File: config.mk
export PLATFORM = sky130hd
export DESIGN_NAME = key_config_command_parser
export DESIGN_NICKNAME = d
export VERILOG_FILES = /design/src/rtl/core/kccp_pkg.sv /design/src/rtl/core/key_config_command_parser.sv
export SDC_FILE = /design/constraint.sdc
export NUM_CORES = 1
export LEC_CHECK = 0
export BUFFER_PORTS_ARGS = -buffer_cell sky130_fd_sc_hd__buf_2
export CORE_MARGIN = 2
export CORE_UTILIZATION = 45
export CTS_BUF_LIST = sky130_fd_sc_hd__clkbuf_16
export CTS_CLUSTER_SIZE = 40
export DETAILED_ROUTE_END_ITERATION = 12
export SLEW_MARGIN = 25
export SYNTH_ARGS = -nofsm -noshare
export SYNTH_HDL_FRONTEND = slang
export SYNTH_SLANG_ARGS = --single-unit
File: constraint.sdc
create_clock -name clk_i -period 10.6 [get_ports clk_i]
set_clock_uncertainty 0.05 [all_clocks]
set_input_delay 1.06 -clock clk_i [delete_from_list [all_inputs] [get_ports clk_i]]
set_output_delay 1.06 -clock clk_i [all_outputs]
set_load 0.005 [all_outputs]
File: src/rtl/core/kccp_pkg.sv
// Shared codes, zone name table and character helpers for the command parser.
package kccp_pkg;

  // Parser phase codes; the command phases double as target codes
  localparam int unsigned PhaseW = 3;
  localparam logic [PhaseW-1:0] PhIdle = 3'd0;
  localparam logic [PhaseW-1:0] PhDev  = 3'd1;
  localparam logic [PhaseW-1:0] PhApp  = 3'd2;
  localparam logic [PhaseW-1:0] PhKey  = 3'd3;
  localparam logic [PhaseW-1:0] PhZone = 3'd4;

  // Reply codes
  typedef enum logic [1:0] {
    ReplyNone = 2'd0,
    ReplyOk   = 2'd1,
    ReplyKo   = 2'd2
  } reply_e;

  // Field widths
  localparam int unsigned CharW    = 8;
  localparam int unsigned ZoneW    = 4;
  localparam int unsigned MaskW    = 4;
  localparam int unsigned DigitW   = 6;
  localparam int unsigned IdxW     = 4;
  localparam int unsigned NibW     = 4;
  localparam int unsigned CfgIdxW  = 1;
  localparam int unsigned CfgDataW = 4;

  // Configuration register indexes
  localparam logic [CfgIdxW-1:0] CfgZoneByText = 1'd0;
  localparam logic [CfgIdxW-1:0] CfgFixedZone  = 1'd1;

  // Key store: device id at 0..7, app id at 8..15, app key at 16..31
  localparam int unsigned KeyDepth = 32;
  localparam int unsigned KeyAddrW = $clog2(KeyDepth);

  // Digit counts per command
  localparam logic [DigitW-1:0] LenId  = 6'd16;
  localparam logic [DigitW-1:0] LenKey = 6'd32;
  localparam logic [DigitW-1:0] LenShortName = 6'd5;
  localparam logic [DigitW-1:0] LenLongName  = 6'd7;

  // Zone names: six short names first, then the four long names
  localparam int unsigned NumZones = 10;
  localparam int unsigned NumShort = 6;
  localparam int unsigned ZoneSelW = $clog2(NumZones);
  localparam logic [ZoneW-1:0] ZoneLater = 4'd9;

  // Special characters
  localparam logic [CharW-1:0] ChEquals = 8'h3D;
  localparam logic [CharW-1:0] ChCr     = 8'h0D;
  localparam logic [CharW-1:0] ChLf     = 8'h0A;
  localparam logic [CharW-1:0] ChD      = 8'h44;
  localparam logic [CharW-1:0] ChA      = 8'h41;
  localparam logic [CharW-1:0] ChK      = 8'h4B;
  localparam logic [CharW-1:0] ChZ      = 8'h5A;
  localparam logic [CharW-1:0] ChS      = 8'h53;

  // Control word carried from the parse stage to the store stage
  typedef struct packed {
    reply_e              reply;
    logic [PhaseW-1:0]   target;
    logic                byte_wr;
    logic [IdxW-1:0]     byte_idx;
    logic [NibW-1:0]     nibble;
    logic                high_nib;
    logic [KeyAddrW-1:0] addr;
    logic [ZoneW-1:0]    zone;
    logic [MaskW-1:0]    mask;
    logic                all_done;
    logic                hide_key;
  } parse_res_t;

  // Zone name text, first character in the top byte, padded to eight characters
  function automatic logic [8*CharW-1:0] zone_name(input logic [ZoneSelW-1:0] sel);
    logic [8*CharW-1:0] name;
    case (sel)
      4'd0:    name = "EU868___";
      4'd1:    name = "US915___";
      4'd2:    name = "KR920___";
      4'd3:    name = "IN865___";
      4'd4:    name = "AU915___";
      4'd5:    name = "LATER___";
      4'd6:    name = "AS923_1_";
      4'd7:    name = "AS923_2_";
      4'd8:    name = "AS923_3_";
      4'd9:    name = "AS923_4_";
      default: name = '0;
    endcase
    return name;
  endfunction

  // Character at a position of a zone name
  function automatic logic [CharW-1:0] zone_char(input logic [ZoneSelW-1:0] sel,
                                                 input logic [2:0] pos);
    logic [8*CharW-1:0] name;
    name = zone_name(sel);
    return name[(3'd7 - pos)*CharW +: CharW];
  endfunction

  // Region code of a zone name
  function automatic logic [ZoneW-1:0] zone_code(input logic [ZoneSelW-1:0] sel);
    logic [ZoneW-1:0] code;
    case (sel)
      4'd0:    code = 4'd0;
      4'd1:    code = 4'd1;
      4'd2:    code = 4'd2;
      4'd3:    code = 4'd3;
      4'd4:    code = 4'd4;
      4'd5:    code = ZoneLater;
      4'd6:    code = 4'd5;
      4'd7:    code = 4'd6;
      4'd8:    code = 4'd7;
      4'd9:    code = 4'd8;
      default: code = ZoneLater;
    endcase
    return code;
  endfunction

  // Hex digit decode: {valid, value}, case-insensitive
  function automatic logic [NibW:0] hex_val(input logic [CharW-1:0] c);
    logic [NibW:0] res;
    res = '0;
    if (c >= 8'h41 && c <= 8'h46) begin
      res = {1'b1, NibW'(c - 8'h37)};
    end else if (c >= 8'h61 && c <= 8'h66) begin
      res = {1'b1, NibW'(c - 8'h57)};
    end else if (c >= 8'h30 && c <= 8'h39) begin
      res = {1'b1, NibW'(c - 8'h30)};
    end
    return res;
  endfunction

endpackage

File: src/rtl/core/key_config_command_parser.sv
// Serial command parser for identifiers, key and region, with a byte-wide key store.
// A result is held in the store stage register and then in the output register after its character is accepted.
// Throughput: one character per cycle while the output is not stalled; the key store read-modify-write
// is split over the parse and store stages with forwarding of the last write.
// Reset: parser idle, done mask, region and configuration cleared; the key store holds
// no reset and is always written before a byte is read back.
module key_config_command_parser (
  input  logic                           clk_i,
  input  logic                           rst_ni,
  // Configuration write port
  input  logic                           cfg_we_i,
  input  logic [kccp_pkg::CfgIdxW-1:0]   cfg_index_i,
  input  logic [kccp_pkg::CfgDataW-1:0]  cfg_data_i,
  // Character input
  input  logic                           in_valid_i,
  output logic                           in_stall_o,
  input  logic [kccp_pkg::CharW-1:0]     char_in_i,
  // Result output
  output logic                           out_valid_o,
  input  logic                           out_stall_i,
  output logic [1:0]                     reply_o,
  output logic [2:0]                     target_o,
  output logic                           byte_written_o,
  output logic [3:0]                     byte_index_o,
  output logic [7:0]                     byte_value_o,
  output logic [3:0]                     zone_code_o,
  output logic [3:0]                     done_mask_o,
  output logic                           all_done_o,
  output logic                           hide_key_o
);
  import kccp_pkg::*;

  // Configuration
  logic             zone_by_text_q;
  logic [ZoneW-1:0] fixed_zone_q;

  // Parser state
  logic [PhaseW-1:0]   phase_q, phase_d;
  logic                got_eq_q, got_eq_d;
  logic [DigitW-1:0]   digit_q, digit_d;
  logic [NumZones-1:0] match_q, match_d;
  logic                as_q, as_d;
  logic [MaskW-1:0]    mask_q, mask_d;
  logic [ZoneW-1:0]    region_q, region_d;

  // Handshake
  logic in_accept;
  logic adv_store;

  // Stage registers
  parse_res_t          res_d;
  parse_res_t          stg_q;
  logic                stg_valid_q;
  logic                out_valid_q;

  // Key store
  logic [CharW-1:0]    key_mem [KeyDepth];
  logic [KeyAddrW-1:0] rd_addr;
  logic [CharW-1:0]    rd_data_q;
  logic                fwd_valid_q;
  logic [KeyAddrW-1:0] fwd_addr_q;
  logic [CharW-1:0]    fwd_data_q;
  logic [CharW-1:0]    old_byte;
  logic [CharW-1:0]    new_byte;

  // Output payload
  parse_res_t          out_q;
  logic [CharW-1:0]    out_byte_q;

  // Parse locals
  logic [PhaseW-1:0]   ph;
  logic [MaskW-1:0]    mask_pre;
  logic [ZoneW-1:0]    region_pre;
  logic [NibW:0]       hex;
  logic [DigitW-1:0]   len;
  logic [DigitW-1:0]   digit_nx;
  logic [NumZones-1:0] match_nx;
  logic                hit_short;
  logic                hit_long;

  // Handshake: the store stage drains into the output register when it is free
  assign adv_store  = stg_valid_q && (!out_valid_q || !out_stall_i);
  assign in_stall_o = stg_valid_q && !adv_store;
  assign in_accept  = in_valid_i && !in_stall_o;

  // Parse one character
  always_comb begin
    mask_pre   = mask_q | (zone_by_text_q ? 4'b0000 : 4'b1000);
    region_pre = zone_by_text_q ? region_q :
                 ((fixed_zone_q > ZoneLater) ? ZoneLater : fixed_zone_q);
    ph         = (phase_q > PhZone) ? PhIdle : phase_q;
    hex        = hex_val(char_in_i);
    len        = (ph == PhKey) ? LenKey : LenId;
    digit_nx   = digit_q + 6'd1;
    hit_short  = 1'b0;
    hit_long   = 1'b0;
    match_nx   = '0;

    phase_d  = ph;
    got_eq_d = got_eq_q;
    digit_d  = digit_q;
    match_d  = match_q;
    as_d     = as_q;
    mask_d   = mask_pre;
    region_d = region_pre;

    res_d          = '0;
    res_d.reply    = ReplyNone;
    res_d.target   = PhIdle;

    if (ph == PhIdle) begin
      // Pick the command letter, skip line ends
      if (char_in_i == ChD) begin
        phase_d = PhDev;
      end else if (char_in_i == ChA) begin
        phase_d = PhApp;
      end else if (char_in_i == ChK) begin
        phase_d = PhKey;
      end else if (char_in_i == ChZ) begin
        phase_d = PhZone;
      end else if (char_in_i != ChLf && char_in_i != ChCr) begin
        res_d.reply = ReplyKo;
      end
      got_eq_d = 1'b0;
    end else if (!got_eq_q) begin
      // Expect the equals sign
      res_d.target = ph;
      if (char_in_i == ChEquals) begin
        got_eq_d = 1'b1;
        digit_d  = '0;
      end else begin
        res_d.reply = ReplyKo;
        phase_d     = PhIdle;
      end
    end else if (ph != PhZone) begin
      // Hex digit into the key store
      res_d.target = ph;
      if (!hex[NibW] || digit_q >= len) begin
        res_d.reply = ReplyKo;
        phase_d     = PhIdle;
      end else begin
        res_d.byte_wr  = 1'b1;
        res_d.byte_idx = digit_q[IdxW:1];
        res_d.nibble   = hex[NibW-1:0];
        res_d.high_nib = !digit_q[0];
        case (ph)
          PhDev:   res_d.addr = {2'b00, digit_q[3:1]};
          PhApp:   res_d.addr = {2'b01, digit_q[3:1]};
          default: res_d.addr = {1'b1, digit_q[IdxW:1]};
        endcase
        digit_d = digit_nx;
        if (digit_nx == len) begin
          res_d.reply = ReplyOk;
          mask_d      = mask_pre | MaskW'(4'b0001 << (ph - PhDev));
          phase_d     = PhIdle;
        end
      end
    end else begin
      // Region name, matched one character at a time
      res_d.target = PhZone;
      if (!zone_by_text_q || digit_q >= LenLongName) begin
        res_d.reply = ReplyKo;
        phase_d     = PhIdle;
      end else begin
        for (int i = 0; i < NumZones; i++) begin
          match_nx[i] = (zone_char(ZoneSelW'(i), digit_q[2:0]) == char_in_i) &&
                        ((digit_q == '0) || match_q[i]);
        end
        match_d = match_nx;
        if (digit_q == 6'd1) begin
          as_d = match_q[NumShort] && (char_in_i == ChS);
        end
        digit_d = digit_nx;
        if (digit_nx == LenShortName && !as_q) begin
          for (int i = 0; i < NumShort; i++) begin
            if (match_nx[i]) begin
              hit_short = 1'b1;
              region_d  = zone_code(ZoneSelW'(i));
            end
          end
          res_d.reply = hit_short ? ReplyOk : ReplyKo;
          if (hit_short) begin
            mask_d = mask_pre | 4'b1000;
          end
          phase_d = PhIdle;
        end else if (digit_nx == LenLongName) begin
          for (int i = NumShort; i < NumZones; i++) begin
            if (match_nx[i]) begin
              hit_long = 1'b1;
              region_d = zone_code(ZoneSelW'(i));
            end
          end
          res_d.reply = hit_long ? ReplyOk : ReplyKo;
          if (hit_long) begin
            mask_d = mask_pre | 4'b1000;
          end
          phase_d = PhIdle;
        end
      end
    end

    res_d.zone     = region_d;
    res_d.mask     = mask_d;
    res_d.all_done = (mask_d == 4'b1111);
    res_d.hide_key = (mask_d == 4'b1111) && (region_d == ZoneLater);
  end

  // Configuration writes and parser state
  always_ff @(posedge clk_i or negedge rst_ni) begin
    if (!rst_ni) begin
      zone_by_text_q <= 1'b0;
      fixed_zone_q   <= '0;
      phase_q        <= PhIdle;
      got_eq_q       <= 1'b0;
      digit_q        <= '0;
      match_q        <= '0;
      as_q           <= 1'b0;
      mask_q         <= '0;
      region_q       <= '0;
    end else begin
      if (cfg_we_i) begin
        case (cfg_index_i)
          CfgZoneByText: zone_by_text_q <= cfg_data_i[0];
          CfgFixedZone:  fixed_zone_q   <= cfg_data_i[ZoneW-1:0];
          default:       ;
        endcase
      end
      if (in_accept) begin
        phase_q  <= phase_d;
        got_eq_q <= got_eq_d;
        digit_q  <= digit_d;
        match_q  <= match_d;
        as_q     <= as_d;
        mask_q   <= mask_d;
        region_q <= region_d;
      end
    end
  end

  // Stage and output valid flags, write forwarding flag
  always_ff @(posedge clk_i or negedge rst_ni) begin
    if (!rst_ni) begin
      stg_valid_q <= 1'b0;
      out_valid_q <= 1'b0;
      fwd_valid_q <= 1'b0;
    end else begin
      if (in_accept) begin
        stg_valid_q <= 1'b1;
      end else if (adv_store) begin
        stg_valid_q <= 1'b0;
      end
      if (adv_store) begin
        out_valid_q <= 1'b1;
      end else if (!out_stall_i) begin
        out_valid_q <= 1'b0;
      end
      fwd_valid_q <= adv_store && stg_q.byte_wr;
    end
  end

  // Hold the parse result in the store stage
  always_ff @(posedge clk_i) begin
    if (in_accept) begin
      stg_q <= res_d;
    end
  end

  // Key store: read at the incoming address, or keep reading the held one
  assign rd_addr = in_accept ? res_d.addr : stg_q.addr;

  always_ff @(posedge clk_i) begin
    rd_data_q <= key_mem[rd_addr];
    if (adv_store && stg_q.byte_wr) begin
      key_mem[stg_q.addr] <= new_byte;
    end
  end

  // Capture the last write for a read issued at the same edge
  always_ff @(posedge clk_i) begin
    fwd_addr_q <= stg_q.addr;
    fwd_data_q <= new_byte;
  end

  // Merge the nibble into the stored byte
  assign old_byte = (fwd_valid_q && fwd_addr_q == stg_q.addr) ? fwd_data_q : rd_data_q;
  assign new_byte = stg_q.high_nib ? {stg_q.nibble, 4'b0000}
                                   : old_byte + {4'b0000, stg_q.nibble};

  // Output register
  always_ff @(posedge clk_i) begin
    if (adv_store) begin
      out_q      <= stg_q;
      out_byte_q <= stg_q.byte_wr ? new_byte : '0;
    end
  end

  // Drive the result ports
  assign out_valid_o    = out_valid_q;
  assign reply_o        = out_q.reply;
  assign target_o       = out_q.target;
  assign byte_written_o = out_q.byte_wr;
  assign byte_index_o   = out_q.byte_idx;
  assign byte_value_o   = out_byte_q;
  assign zone_code_o    = out_q.zone;
  assign done_mask_o    = out_q.mask;
  assign all_done_o     = out_q.all_done;
  assign hide_key_o     = out_q.hide_key;

endmodule
## Word-level counts from Yosys, hierarchy flattened

Memories as Yosys holds them, arrays and structs flattened. A register that Yosys moved wholly into a read port is not among the register bits.
Cells that the tools add are included.

- Add/sub/neg operators: 7
- $mul: 0
- Div/mod/pow operators: 0
- Order comparisons: 10
- Equal/unequal tests: 32
- Shift-type cells: 11
- Multiplexer cells: 146
- Bitwise gates (word level): 7
- Reductions and logical operators: 54

Operators by type and width:

| kind | number |
|---|---|
| $mux W64 | 40 |
| $shiftx A64 B33 Y8 | 10 |
| $mux W4 | 29 |
| $eq A8 B8 Y1 | 10 |
| $mux W5 | 9 |
| $mux W3 | 14 |
| $eq A8 B7 Y1 const B | 5 |
| $mux W6 | 6 |
| $mux W1 | 31 |
| $mux W2 | 13 |
| $logic_and A1 B1 Y1 | 22 |
| $ge A8 B7 Y1 const B | 2 |
| $le A8 B7 Y1 const B | 2 |
| $mux W8 | 2 |
| $ne A8 B4 Y1 const B | 2 |
| $mux W15 | 1 |
| $logic_or A1 B1 Y1 | 13 |
| $eq A6 B3 Y1 const B | 2 |
| $pmux W5 S2 | 1 |
| $reduce_and A5 Y1 | 2 |
| $ne A3 B3 Y1 const B | 3 |
| $add A8 B4 Y8 | 1 |
| $eq A4 B4 Y1 const B | 2 |
| $eq A8 B6 Y1 const B | 1 |
| other kinds (28) | 44 |

- Bits in registers: 108
- Latch bits: 0
- Memory bits (writable): 256
- Bits in read-only memories: 0
- Input port bits: 18
- Logic and storage cells: 302
- Memories kept: 1

Memories:

| name | words | width | rd ports | clocked after Yosys merged registers in | wr ports | line | text |
|---|---|---|---|---|---|---|---|
| key_mem | 32 | 8 | 1 | 1 | 1 | key_config_command_parser.sv:57 | `logic [CharW-1:0] key_mem [KeyDepth];` |

## Longest topological paths before layout

- Depth in word-level cells: 28
- Mapped depth: 16

## Least setup slack after synthesis

No wires, ideal clock.

- Path type: register to register
- Start point: reg stg_q[14] in the netlist's numbering
- End point: mem key_mem[0][7] (data pin)
- Arrival time: 4247 ps
- Required time: 10083 ps
- Setup slack: 5836 ps
- Cell stages (with the launch flop): 16
- Path buffers: 2
- Period minus slack after synthesis: 4764 ps
- Cells stage by stage: edfxtp_1 > clkbuf_1 > xor2_1 > nor4_1 > and3_1 > buf_1 > mux2_2 > ha_1 > a21o_1 > a21oi_1 > nor2b_1 > nor2_1 > nor2_1 > o21ai_0 > xnor2_1 > o21ai_0

- Longest elaborated chain between the ends: 5

RTL lines:

| element | line | text |
|---|---|---|
| from (decl) | key_config_command_parser.sv:52 | `parse_res_t stg_q;` |
| from (signal assigned) | key_config_command_parser.sv:264 | `stg_q <= res_d;` |
| $eq A5 B5 Y1 | key_config_command_parser.sv:285 | `assign old_byte = (fwd_valid_q && fwd_addr_q == stg_q.addr) ? fwd_data_q : rd_data_q;` |
| $logic_and A1 B1 Y1 | key_config_command_parser.sv:285 |  |
| $mux W8 | key_config_command_parser.sv:285 |  |
| $add A8 B4 Y8 | key_config_command_parser.sv:287 | `: old_byte + {4'b0000, stg_q.nibble};` |
| $mux W8 | key_config_command_parser.sv:286 | `assign new_byte = stg_q.high_nib ? {stg_q.nibble, 4'b0000}` |
| via new_byte[7] | key_config_command_parser.sv:64 | `logic [CharW-1:0] new_byte;` |
| to (decl) | key_config_command_parser.sv:57 |  |

The timed path passes the listed nets, and every way through them passes these cells.

## Worst setup path after layout

- Start point: in char_in_i[0] in the netlist's numbering
- End point: reg rd_data_q[0], read port of key_mem

- Longest elaborated chain between the ends: 12
- Elaborated cells between the ends (all ways): 19

RTL lines:

| element | line | text |
|---|---|---|
| from (decl) | key_config_command_parser.sv:17 | `input logic [kccp_pkg::CharW-1:0] char_in_i,` |
| $ge A8 B6 Y1 / $le A8 B6 Y1 (equally long branches) | kccp_pkg.sv:128 | `end else if (c >= 8'h30 && c <= 8'h39) begin` |
| $logic_and A1 B1 Y1 | kccp_pkg.sv:128 |  |
| $mux W5 | kccp_pkg.sv:128 |  |
| $mux W5 | kccp_pkg.sv:126 | `end else if (c >= 8'h61 && c <= 8'h66) begin` |
| $mux W5 * | kccp_pkg.sv:124 | `if (c >= 8'h41 && c <= 8'h46) begin` |
| $logic_not A1 Y1 * | key_config_command_parser.sv:138 | `if (!hex[NibW] \|\| digit_q >= len) begin` |
| $logic_or A1 B1 Y1 * | key_config_command_parser.sv:138 |  |
| $mux W15 * | key_config_command_parser.sv:138 |  |
| $mux W5 * | key_config_command_parser.sv:135 | `end else if (ph != PhZone) begin` |
| $mux W5 * | key_config_command_parser.sv:125 | `end else if (!got_eq_q) begin` |
| $mux W5 * | key_config_command_parser.sv:111 | `if (ph == PhIdle) begin` |
| $mux W5 * | key_config_command_parser.sv:269 | `assign rd_addr = in_accept ? res_d.addr : stg_q.addr;` |
| to (decl) | key_config_command_parser.sv:59 | `logic [CharW-1:0] rd_data_q;` |

Mark *: on every way between the ends. The rest lies on a longest branch, timed or not.
A chain may end at the register's enable or synchronous reset.

==> flow_metrics.py <==
metrics = {
    "status": {
        "status": "finished, final reports clean",
    },
    "critical_path": {
        "cpPeakStageDelay_ns": 0.77,
        "cp_slowest_cell": "buf_4",
        "reg2regPathDepth": 12,
        "reg2reg_from": "phase_q[2]",
        "cp.depth": 12,
        "cp.required_ns": 10.95,
        "arrival_ns": 5.68,
        "worstSetupEndpointType": "flip-flop",
        "critPathLaunch": "char_in_i[0]",
        "cp-endpoint": "rd_data_q[0]",
        "crit_chain": "buf_2 > clkinv_1 > ha_1 > nor4b_1 > a311oi_2 > a21o_1 > a32o_4 > buf_4 > mux2i_1 > a221oi_1 > a311oi_1 > nor4_2",
        "r2r-end": "rd_data_q[0]",
        "path_class": "primary input to flip-flop",
        "critPathTopFamily": "compound AO/OA/AOI/OAI gates",
        "cp-start-kind": "primary input",
        "critPathBufInv": 3,
        "cp_max_fo": 68,
        "ff2ff_setup_slack_ns": 5.40,
    },
    "power": {
        "vdd_ir_drop_max_v": 0.0000965,
        "power.total_w": 0.00331,
        "p_leak_nw": 6.50,
        "powerDensity_nw_per_um2": 179,
    },
    "die": {
        "start_util": 0.458,
        "design.core.area_um2": 36700,
        "die_h_um": 197,
        "ios": 48,
        "num_rows": 70,
        "die_area_um2": 38900,
        "fp.dieW_um": 197,
    },
    "global_routing": {
        "grt_max_degree": 83,
        "antenna_found_initial": 0,
        "grt_pass1_vias": 10746,
        "grt_overflow": 0,
        "grt_use_total": 0.223,
        "grt_first_pass_wirelength_mm": 65.6,
    },
    "yosys": {
        "synth_edf_count": 314,
        "ys_seq_elements": 372,
        "yosys_warnings": 0,
        "synth_ff_type": "edfxtp_1",
        "async_flop_share": 0.0995,
        "ys_seq_area_frac": 0.642,
        "synth_cells": 1401,
        "ys_types": 84,
        "avgSynthCellArea_um2": 12.0,
        "syn_nets": 1437,
        "syn_area_um2": 16800,
    },
    "sta": {
        "setup_tns_ns": 0,
        "fin_crit_ns": 5.33,
        "fmax_ghz": 0.187,
        "maxSlewHeadroom": 0.351,
        "final-hold-violation-count": 0,
        "rsz0062_at_grt": "false",
        "setup_viol": 0,
        "min_period_over_period": 0.503,
        "drv_slew": 0,
        "holdWs_ns": 0.371,
        "tightest_slew_ns": 0.970,
    },
    "clock_tree": {
        "hold_buffers": 0,
        "cts_setup_buffers": 0,
        "numClockSinks": 372,
        "clkLatencyLatePin_ns": 0.53,
        "cts_buffers": 38,
        "post_cts_resized": 0,
        "htreeDepth": 2,
        "clock-root-buffer": "clkbuf_16",
        "cts.reportedPaths.clkPinSlew_ns": 0.06,
        "cts_tree": "yes",
        "clk_path_buf_depth": 3,
    },
    "route": {
        "drc": 0,
        "dr.first_iter.drc_count": 1202,
        "dr_total_vias": 11323,
        "ant_nets": 0,
        "wl_per_cell_um": 22.5,
        "routed_wl_mm": 43.0,
        "dr.pass1.iters": 5,
        "viasPerCell": 5.93,
    },
    "placement": {
        "place_area_um2": 17400,
        "port-buffer-count": 47,
        "hpwl_mm": 27.4,
        "placed_cells": 1844,
        "gp_congestion": 0.841,
    },
    "finish": {
        "insertedDiodeCount": 0,
        "multi_input_area_um2": 5560,
        "regArea_um2": 10800,
        "layout_commonest_cell": "edfxtp_1",
        "final_cells": 1910,
        "final_nets": 1452,
        "final_layout_size_suffix_gt1_frac": 0.116,
        "final_area_um2": 18500,
        "layout_common_cells": "edfxtp_1, nand2_1, nor2_1, a21oi_1, nand4_1",
        "area_growth_pct": 10.2,
        "fillCellCount": 3199,
    },
    "flow_run": {
        "drv_cap": 0,
    },
    "worst_hold_path": {
        "hold_path.class": "flip-flop to flip-flop",
    },
}
-- power breakdown --
group,total [W],internal (W),switching [W],leakage [nW]
combinational,0.000331,0.0000959,0.000235,2.33
sequential,0.00172,0.00169,0.0000267,3.55
clock,0.00126,0.000721,0.000543,0.616
-- worst min path at each step --
stage               startpoint        endpoint  slack (ns)  cells after the start
CTS                   stg_q[5]  done_mask_o[3]        0.37                      0
global placement     stg_q[27]     target_o[2]        0.36                      0
global route          stg_q[1]      all_done_o        0.38                      0
finish                stg_q[4]  done_mask_o[2]        0.37                      0
detailed placement   stg_q[27]     target_o[2]        0.36                      0
floorplan            stg_q[10]   fwd_addr_q[0]        0.30                      0
-- layer usage --
layer,global-route usage,share of wire
met1,0.332,0.46
met2,0.332,0.44
met3,0.0400,0.074
met4,0.0682,0.028
met5,0,0
-- synth_stat cells (4+ instances only) --
library cell | number | share of area
nor2_1 | 93 | 0.021
clkbuf_1 | 31 | 0.0069
buf_4 | 9 | 0.0040
or3b_2 | 5 | 0.0026
a221oi_1 | 7 | 0.0037
xor2_1 | 19 | 0.0099
buf_1 | 8 | 0.0018
and2_1 | 16 | 0.0060
xnor2_1 | 20 | 0.010
nor4_2 | 8 | 0.0060
nor2b_1 | 14 | 0.0052
nor4_1 | 11 | 0.0041
a22oi_1 | 12 | 0.0054
a311oi_1 | 6 | 0.0031
dfrtp_1 | 37 | 0.055
buf_2 | 37 | 0.011
nor3_1 | 19 | 0.0057
o21ai_1 | 4 | 0.0012
dfxtp_1 | 21 | 0.025
nand2_1 | 244 | 0.055
nor3b_1 | 5 | 0.0022
mux2_2 | 14 | 0.0094
mux2i_1 | 26 | 0.015
a22o_1 | 13 | 0.0068
o22ai_1 | 6 | 0.0022
a31oi_1 | 9 | 0.0034
and3_1 | 14 | 0.0052
nand4_1 | 48 | 0.018
nand3_1 | 43 | 0.013
a32oi_1 | 14 | 0.0073
a21oi_1 | 86 | 0.026
ha_1 | 17 | 0.013
o211ai_1 | 6 | 0.0027
inv_1 | 22 | 0.0049
nand3b_1 | 6 | 0.0027
nand2b_1 | 10 | 0.0037
a21boi_0 | 5 | 0.0022
edfxtp_1 | 314 | 0.56
o21ai_0 | 39 | 0.012
or3_1 | 9 | 0.0034
o22a_1 | 4 | 0.0021
a211oi_1 | 4 | 0.0018
-- registers in the layout (all words and copies together), names as in the netlist, 2 cells and up --
signal        count
match_q          10
stg_q            30
byte_index_o      4
key_mem         256
zone_code_o       4
rd_data_q         8
phase_q           3
fwd_addr_q        5
fixed_zone_q      4
region_q          4
fwd_data_q        8
byte_value_o      8
digit_q           6
target_o          3
mask_q            4
reply_o           2
done_mask_o       4
-- cell families after synthesis --
| kind of cell | synth area share |
|---|---|
| DFF | 0.642 |
| adders and majority gates | 0.0139 |
| muxes | 0.0249 |
| AOI/OAI and AO/OA | 0.102 |
| xor gates and xnor gates | 0.0203 |
| buffers and inverters | 0.0311 |
| and+or+nand+nor | 0.166 |
-- final cells by class --
type                            count  share of cell area
Clock inverter                     28              0.0107
Timing Repair Buffer               63              0.0192
Tap cell                          468              0.0316
Clock buffer                       38              0.0514
Sequential cell                   372               0.582
Inverter                           24             0.00487
Multi-Input combinational cell    917               0.300
-- stage by stage --
step	utilization	setup WS, ns
5_1_grt	0.504	4.94
6_report	0.504	5.27
3_5_place_dp	0.473	4.81
3_3_place_gp	0.473	4.96
4_1_cts	0.504	5.36
2_1_floorplan	-	5.84
No activity file was read; power rests on OpenSTA's default activity.
